[config.mk]
export PLATFORM = sky130hd
export DESIGN_NAME = hct_cmp
export DESIGN_NICKNAME = d
export VERILOG_FILES = /design/src/hdl/hct_pkg.sv /design/src/hdl/hct_cmp.sv
export SDC_FILE = /design/constraint.sdc
export NUM_CORES = 1
export LEC_CHECK = 0
export BUFFER_PORTS_ARGS = -buffer_cell sky130_fd_sc_hd__buf_2
export CAP_MARGIN = 20
export CORE_UTILIZATION = 50
export DETAILED_ROUTE_END_ITERATION = 8
export PLACE_DENSITY_LB_ADDON = 0.1
export SYNTH_ARGS = -nofsm -noshare
export SYNTH_HDL_FRONTEND = slang
export SYNTH_SLANG_ARGS = --single-unit
[constraint.sdc]
create_clock -name vclk -period 3
set_input_delay 0.15 -clock vclk [all_inputs]
set_output_delay 0.15 -clock vclk [all_outputs]
set_load 0.02 [all_outputs]
[src/hdl/hct_pkg.sv]
// Types and codes of the height checkpoint table.
// No dependencies; imported by the compare unit, the top level and the checker.
`timescale 1ns / 1ps

package hct_pkg;

    localparam int HEIGHT_W = 64;
    localparam int HASH_W   = 256;

    localparam logic [1:0] REQ_INSERT = 2'd0;
    localparam logic [1:0] REQ_CHECK  = 2'd1;
    localparam logic [1:0] REQ_QUERY  = 2'd2;
    localparam logic [1:0] REQ_UNUSED = 2'd3;

    localparam logic [1:0] ST_OK       = 2'd0;
    localparam logic [1:0] ST_CONFLICT = 2'd1;
    localparam logic [1:0] ST_FULL     = 2'd2;

    typedef enum logic [4:0] {
        S_IDLE = 5'b00001,
        S_ZONE = 5'b00010,
        S_SCAN = 5'b00100,
        S_HRD  = 5'b01000,
        S_FIN  = 5'b10000
    } t_state;

    typedef struct packed {
        logic eq;
        logic le;
        logic gt;
    } t_cmp_res;

endpackage

[src/hdl/hct_cmp.sv]
// Shared 64-bit compare unit of the checkpoint table.
// Depends on hct_pkg.
`timescale 1ns / 1ps

module hct_cmp (
    input  logic [hct_pkg::HEIGHT_W-1:0] i_a,
    input  logic [hct_pkg::HEIGHT_W-1:0] i_b,
    input  logic [hct_pkg::HEIGHT_W-1:0] i_c,
    output hct_pkg::t_cmp_res            o_res
);
    import hct_pkg::*;

    assign o_res.eq = (i_a == i_b);
    assign o_res.le = (i_a <= i_b);
    assign o_res.gt = (i_a > i_c);

endmodule

; Word level (Yosys, flattened, before mapping)
; Index checks and enable logic that the tools add are counted.
[totals]
ff_bits = 0
latchBits = 0
ramBits = 0
rom_bits = 0
inputBits = 192
output_inout_bits = 3
word_cells = 3
memories = 0
[classes]
n_addsub = 0
n_mul = 0
div_mod_pow = 0
n_lt_le_gt_ge = 2
eq_ne = 1
n_shift = 0
muxes = 0
bitwise = 0
n_reduce_logical = 0
[ops]
columns = op, n
row1 = 64-bit == test, 1
row2 = 64-bit > comparator, 1
row3 = 64-bit less-or-equal comparator, 1

; Depth between registers and ports, before layout
[logic_depth]
ltp_word = 1
ltp_mapped = 9
ltp_nobuf = 9

; Worst setup path before layout
; Ideal clock, no wire load.
[synth_timing]
kind = in2out
startpoint = input i_b[35] in the netlist's numbering
endpoint = output o_res[1] in the netlist's numbering
arrival_time_ps = 1881
required_ps = 2850
slack_ps = 969
cell_stages = 8
path_buffers = 0
cell_sequence = inv_1 ha_1 nand2_2 nor4_2 nand3_1 nand4b_1 nor3_2 o21bai_1
[synth_rtl]
columns = element, line
row1 = from (decl), hct_cmp.sv:7  ; input logic [hct_pkg::HEIGHT_W-1:0] i_b,
row2 = to (decl), hct_cmp.sv:9  ; output hct_pkg::t_cmp_res o_res

==> metrics <==
Final period util=78.9%; wirelength, routed=8780 um; hold crit path type=in -> out; GR met3 Demand/Resource=1.87%; Diodes inserted=0; sequential-to-total area share from yosys stat=0%; Top Ports=195; Post-Syn Nets=775; Final min period=2.37 ns; Initial Util=51.5%; Storage cell area=0 um2; CP Class=in -> out; end of the worst hold path=o_res[2]; area delta synth->final=33.0%; Top Usage Layer GRT=met2; Core Util, Final=68.5%; Area after DPL=4320 um2; fill count=599; Final HPWL DP=8320 um; Syn Std Cell Area=3250 um2; initial DRC count=90; Static Leak=2.81 nW; Fin Hold WS=0.915 ns; Arr. time, crit path=2.22 ns; Wirelength per Cell=12.1 um; DR pass1 iterations=6; Total Power=0.531 mW; first-pass GRT wire length=13600 um; die width=82.6 um; CP startpoint kind=input pin; nets=972; yosys warns=0; most common cell in the netlist=ha_1; count of input and output buffers=195; pwr dens=123 nW/um2; die outline area=6830 um2; CORE AREA=6310 um2; clock buffers=0; most used cell, CP=buf_2; outcome=finished, final reports clean; initial antenna violation count=0; Critical Path End Type=output pin; synth cell count leaders=ha_1 (128), inv_1 (127), a21oi_1 (50), nand2_1 (29), nand4_1 (22); CP max stage delay=0.48 ns; Peak Freq=422 MHz; CP required=2.85 ns; setup_tns=0 ns; global-route usage over all layers=24.6%; seq_cells=0; Overflow after GRT=0; max-cap violations=0; Slew headroom=64.3%; crit-path max FO=4; met2 Usage GRT=48.3%; antenna viol nets, final=0; Yosys cell types=33; unrepaired setup endpoints after global routing=false; Setup Buffers After CTS=0; Worst VDD drop=0.0693 mV; slowest CP cell=nor4_1; area leader, netlist=ha_1; routed vias/inst=5.17; Final Hold Violating Endpoints=0; Synth top area share=49.3%; synthesized area per cell=7.14 um2; ordered list of cells on the worst path=buf_2 -> ha_1 -> nand4_1 -> nor4_1 -> nand3_1 -> nand4b_1 -> nor3_2 -> o21bai_1 -> buf_2; vias in the first global route=3522; largest net degree at the start of global routing=5; height of the chip=82.6 um; layout cell share with drive strength beyond 1=31.8%; CTS Hold Bufs=0; GRT met1 Usage=28.8%; post-CTS sizing=0; area occupied by multi-input gates=2770 um2; num rows=29; Setup-failing EPs final=0; Slew Viols, Final=0; Synth area leaders=ha_1 (49%), inv_1 (15%), a21oi_1 (7.7%); measured slew at the worst slew-check pin=0.530 ns; Bufs and invs on worst path=2; gpl congestion=0.817; DRC viols=0; via count=3755; hold path start=i_b[0]; CP top delay family=simple AND/OR/NAND/NOR gates; fin area=4320 um2; Worst Hold Depth=5; Mapped Cells=455
[through the flow]
| step | setup WS [ns] | instances |
|---|---|---|
| floorplan | 0.969 | 455 |
| global placement | 0.555 | 727 |
| detailed placement | 0.602 | 727 |
| CTS | 0.604 | 727 |
| global route | 0.428 | 727 |
| finish | 0.632 | 727 |
[report_power, final]
| part | total [mW] | switching, mW | internal [mW] |
|---|---|---|---|
| clock network | 0 | 0 | 0 |
| registers | 0 | 0 | 0 |
| logic | 0.531 | 0.269 | 0.263 |
| total | 0.531 | 0.269 | 0.263 |
[cell usage in the layout (no fill, tap or decap), drive strengths merged]
master | Yosys | routed
nor4 | 7 | 7
nor2 | 13 | 13
or4 | 1 | 1
nand4b | 1 | 1
ha | 128 | 128
nand2 | 30 | 30
o22ai | 1 | 1
a21boi | 3 | 3
a221oi | 4 | 4
buf | 0 | 195
nand3 | 19 | 19
and4 | 3 | 3
a21o | 12 | 12
a221o | 1 | 1
nand4 | 22 | 22
o211ai | 3 | 3
a21oi | 53 | 53
o21ai | 12 | 12
nor3 | 2 | 2
a211oi | 4 | 4
a2111oi | 3 | 3
nor2b | 2 | 2
a22oi | 1 | 1
inv | 127 | 127
o31ai | 2 | 2
o21bai | 1 | 1
[cell type report]
cell class	instances	area share [%]
Inverter	127	11.0
Tap cell	77	2.23
Timing Repair Buffer	195	22.6
Multi-Input combinational cell	328	64.2
[per-layer routing]
metal	part of all wire (%)	wire, um	up-vias
li1	-	-	1983
met1	44	3840	1625
met2	49	4300	133
met3	5.9	519	14
met4	1.4	123	0
met5	0	0	-
[worst min-delay path, cell delays in order]
cell	delay (ns)
buf_2	0.08
ha_1	0.21
nand4_1	0.12
nor3_2	0.05
buf_2	0.16
[cell families after synthesis]
family | synth area share (%)
buffers and inverters | 14.7
adders and majority gates | 49.3
and+or+nand+nor | 16.3
AOI/OAI and AO/OA | 19.8
[how the worst max path moves through the flow]
stage	from	to	slack [ns]	cells after the start
after floorplan	i_b[35]	o_res[1]	0.97	8
after global placement	i_a[42]	o_res[1]	0.55	9
after detailed placement	i_a[42]	o_res[1]	0.60	9
after CTS	i_a[42]	o_res[1]	0.60	9
after global routing	i_a[42]	o_res[1]	0.43	9
final	i_a[42]	o_res[1]	0.63	9
Power figures use the tool's default switching activity.
