[config.mk]
export PLATFORM = sky130hd
export DESIGN_NAME = hct_ram
export DESIGN_NICKNAME = d
export VERILOG_FILES = /design/src/hdl/hct_ram.sv
export SDC_FILE = /design/constraint.sdc
export NUM_CORES = 2
export LEC_CHECK = 0
export BUFFER_PORTS_ARGS = -buffer_cell sky130_fd_sc_hd__buf_2
export CAP_MARGIN = 20
export CORE_UTILIZATION = 30
export CTS_BUF_LIST = sky130_fd_sc_hd__clkbuf_8
export DETAILED_ROUTE_END_ITERATION = 7
export SLEW_MARGIN = 20
export SYNTH_ARGS = -nofsm -noshare
export SYNTH_HDL_FRONTEND = slang
export SYNTH_SLANG_ARGS = --single-unit
[constraint.sdc]
create_clock -name i_clk -period 9.4 [get_ports i_clk]
set_input_delay 1.88 -clock i_clk [delete_from_list [all_inputs] [get_ports i_clk]]
set_output_delay 1.88 -clock i_clk [all_outputs]
set_load 0.005 [all_outputs]
[src/hdl/hct_ram.sv]
// Generic single-write, single-read RAM with registered read data.
// No dependencies.
`timescale 1ns / 1ps

module hct_ram #(
    parameter int WIDTH  = 64,
    parameter int DEPTH  = 64,
    parameter int ADDR_W = (DEPTH > 1) ? $clog2(DEPTH) : 1
) (
    input  logic              i_clk,
    input  logic              i_we,
    input  logic [ADDR_W-1:0] i_waddr,
    input  logic [WIDTH-1:0]  i_wdata,
    input  logic              i_re,
    input  logic [ADDR_W-1:0] i_raddr,
    output logic [WIDTH-1:0]  o_rdata
);

    logic [WIDTH-1:0] r_mem [DEPTH];
    logic [WIDTH-1:0] r_rdata;

    always_ff @(posedge i_clk) begin
        if (i_we) begin
            r_mem[i_waddr] <= i_wdata;
        end
        if (i_re) begin
            r_rdata <= r_mem[i_raddr];
        end
    end

    assign o_rdata = r_rdata;

endmodule

==> Word level (Yosys, flattened, before mapping) <==
Memories as Yosys holds them, arrays and structs flattened. A register that Yosys moved wholly into a read port is not among the register bits.
Cells that the tools add are included.
{ "word_totals": {"ff_bits": 0, "ram_bits": 4096, "output_inout_bits": 64, "word_cells": 3, "mem_count": 1} }
{ "mem_list": {"columns": ["name", "words", "word_bits", "rd", "rd_ports_with_merged_regs", "wr", "line", "rtl"], "rows": [
  ["r_mem", 64, 64, 1, 1, 1, "19", "logic [WIDTH-1:0] r_mem [DEPTH];"]
]} }
{ "classes": {"n_mux": 2} }
{ "ops": {"columns": ["op", "n"], "rows": [
  ["1-bit 2-to-1 mux", 2]
]} }

==> Depth between registers and ports, before layout <==
{ "depth": {"word_depth": 2, "ltp_mapped": 9, "ltp_nobuf": 5} }

==> Worst setup path after synthesis <==
No wires, ideal clock.
{ "synth_path": {"kind": "input to register", "start": "in i_waddr[3]", "end": "mem r_mem[48][0], enable pin", "arrival_time_ps": 6752, "required_time_ps": 8836, "slack_ps": 2084, "path_stages": 4, "cell_sequence": "clkbuf_1 nor2b_1 nand4b_1 nor3_1"} }
{ "synth_rtl": {"columns": ["element", "line", "rtl"], "rows": [
  ["start: declaration", "12", "input logic [ADDR_W-1:0] i_waddr,"],
  ["end: declaration", "19", null]
]} }
No word-level cell before the write port.

==> metrics <==
final hold viol count 0; Final Cell Area roughly 0.18 mm^2; Post-Syn Nets roughly 6700; global-route wire length before repair a little over 600 mm; crit start category input pin; drt pass-1 iters 5; Worst Path Max Fanout between 70 and 80; Detail Route Antenna Nets 0; DR WL/cell between 30 and 40 um; HPWL Detailed 242 mm; Fmax achieved around 0.22 GHz; Rel. slew slack a little under a fifth; die area 0.526 mm^2; switch share ~23%; Seq cells post-synth 4160; Placed Area 0.167 mm^2; # rows 265; initial antenna violation count 65; Die H just over 700 um; grt ovf 0; CP Data Required Time 10320 ps; Leak 0.0552 uW; Tightest Hold Check Type reg -> reg; Worst path most repeated cell buf_12; Core ar. roughly 0.52 mm^2; DR vias 76500; worst path bufs/invs 3; largest net degree at the start of global routing ~120; CP endpoint kind register; clk slew on worst S/H paths approximately 60 ps; flop2flop setup slack ~7000 ps; critical setup path kind in -> reg; Critical Path End o_rdata[43]$_DFFE_PP_; status finished clean; clock sinks 4160; Clock Tree Buf Depth 4; post-synthesis async set-or-reset flop share 0%; vias in the first global route 78100; CTS tree yes; share of cells above drive strength 1 a little under 30%; CP peak stage delay a little under 800 ps; mean post-synth cell area approximately 24 um^2; TNS Setup 0 ps; sequential share of the synthesized area about four fifths; Cell Pwr Density slightly above 200 mW/mm^2; Die Width 725 um; port bufs approximately 140; Skew-Pair Late Insertion Delay around 1200 ps; Seq pwr share 56.8%; Final Instance Count excl. Fillers approximately 15000; Num CTS Buffers ~660; Top delay family on crit path buffers and inverters; stages on the worst setup path 8; RSZ-0062 raised after global routing false; H-tree Lvls 6; Critical Path AT between 5000 and 6000 ps; Layout Skew just under 90 ps; Post-CTS Setup Inserts 0; Vias/cell about 5.2; synth unique cells 32; Setup Viol. Count Final 0; GPL Wtd Cong 0.783; pre-CTS setup slack approximately 3600 ps; NumNets Final roughly 7300; final wirelength 449 mm; Post-Synthesis Cells about 6600; critical path, cell by cell buf_12 -> buf_4 -> buf_12 -> mux4_2 -> mux2i_1 -> o22ai_1 -> a41oi_1 -> a211oi_1; starting density of the core approximately 30%; initial DRC count slightly below 10000; DR DRC count 0; worst r2r path cells 5; Tot Pwr ~36000 uW; leading cell types in the layout, fill and taps excluded edfxtp_1, mux4_2, clkbuf_8; VDD IR max 0.000147 V; Slew @ Worst Pin between 1000 and 1500 ps; Final Max Tran Viols 0; Worst Setup SP i_raddr[0]; synthesized cell area around 0.16 mm^2; Root Driver clkbuf_8; Clock Power Share a little under two fifths; synthesis-to-finish area growth 14.0%; number of max-cap violations 0; top-level I/O count 143; final setup margin between 4000 and 5000 ps; commonest non-fill, non-tap cell in the layout edfxtp_1; EDFF count, synth roughly 4200; GRT Overall Usage between 10% and 20%; hold_buf cts 0; total of warnings raised by yosys 0; origin of the critical flop-to-flop path r_mem[13][46]$_DFFE_PP_; Final period util about half; slowest stage cell, crit path buf_4; Main synth FF type edfxtp_1; R2R Path End o_rdata[46]$_DFFE_PP_; Final min period 4560 ps; Net Sw Power between 8000 and 9000 uW; Pint 28100 uW; Comb power frac between 4 and 5%; Inst Count DP roughly 14000; CTS resizes 0
==> logic make-up (layout without fill, tap and decap cells) <==
family | count (synthesis) | in the layout | share of synthesized area, %
AO/OA/AOI/OAI | 504 | 504 | 2.47
multiplexers | 1159 | 1159 | 15.6
buffers and inverters | 389 | 1522 | 1.18
other | 0 | 18 | 0
AND/OR/NAND/NOR | 386 | 386 | 1.23
flip-flops | 4160 | 4160 | 79.6
==> metal layers <==
metal  part of all wire (%)  global-route usage, %  vias to the layer above
li1                       -                      -                    30000
met1                     39                   21.9                    41800
met2                     49                   27.7                     3984
met3                    8.5                   3.20                      752
met4                    3.0                   4.92                       18
met5                  0.026                      0                        -
==> cell usage after synthesis, drive strengths merged (18+ instances only) <==
cell / n / area share, %
a211oi: 63 / 0.30
a22o: 88 / 0.49
a22oi: 168 / 0.80
a2bb2oi: 19 / 0.11
a31oi: 18 / 0.072
a41oi: 26 / 0.15
and3: 64 / 0.26
buf: 230 / 0.80
clkbuf: 140 / 0.33
edfxtp: 4160 / 80
inv: 19 / 0.045
mux2i: 135 / 0.86
mux4: 1024 / 15
nand2: 58 / 0.14
nand3: 45 / 0.14
nor2: 112 / 0.27
nor2b: 28 / 0.11
o221ai: 38 / 0.21
o22ai: 83 / 0.33
or2: 28 / 0.11
or3: 29 / 0.12
==> per-stage QoR <==
stage	util (%)	hold WS, ps
6_report	34.4	913
5_1_grt	34.3	969
2_1_floorplan	-	865
3_3_place_gp	32.1	910
4_1_cts	34.3	917
3_5_place_dp	32.1	915
==> cell type report <==
cell class                      count  area (um^2)
Fill cell                       47800       342000
Inverter                           19         71.3
Clock buffer                      661         9100
Clock inverter                    488         2590
Multi-Input combinational cell   2049        30800
Antenna cell                       18         45.0
Timing Repair Buffer              354         2750
Sequential cell                  4160       125000
Tap cell                         6942         8690
==> how the worst min path moves through the flow <==
stage               cells after the start                    start                     to
finish                                  4  r_mem[54][10]$_DFFE_PP_  o_rdata[10]$_DFFE_PP_
floorplan                               4  r_mem[30][61]$_DFFE_PP_  o_rdata[61]$_DFFE_PP_
CTS                                     4  r_mem[54][10]$_DFFE_PP_  o_rdata[10]$_DFFE_PP_
global placement                        4  r_mem[47][63]$_DFFE_PP_  o_rdata[63]$_DFFE_PP_
global route                            4  r_mem[46][63]$_DFFE_PP_  o_rdata[63]$_DFFE_PP_
detailed placement                      4  r_mem[39][12]$_DFFE_PP_  o_rdata[12]$_DFFE_PP_
==> worst reg2reg max path: stages, from the launching register on <==
cell and delay (ps):
edfxtp_1 360, mux4_2 480, nor2b_1 150, a211oi_1 490, o22ai_1 380, and3_1 300
==> registers in the layout, indices dropped and copies added (netlist names) <==
| signal | flops |
|---|---|
| r_mem | 4096 |
| o_rdata | 64 |
==> power by group through the flow <==
| stage | sequential [uW] | clock [uW] | combinational [uW] |
|---|---|---|---|
| after detailed placement | 21100 | 0 | 1760 |
| after global placement | 21100 | 0 | 1720 |
| after floorplan | 21000 | 0 | 957 |
| final | 20700 | 14000 | 1750 |
| after global routing | 20700 | 15000 | 1850 |
| after CTS | 20700 | 14200 | 1760 |
Power figures use the tool's default switching activity.
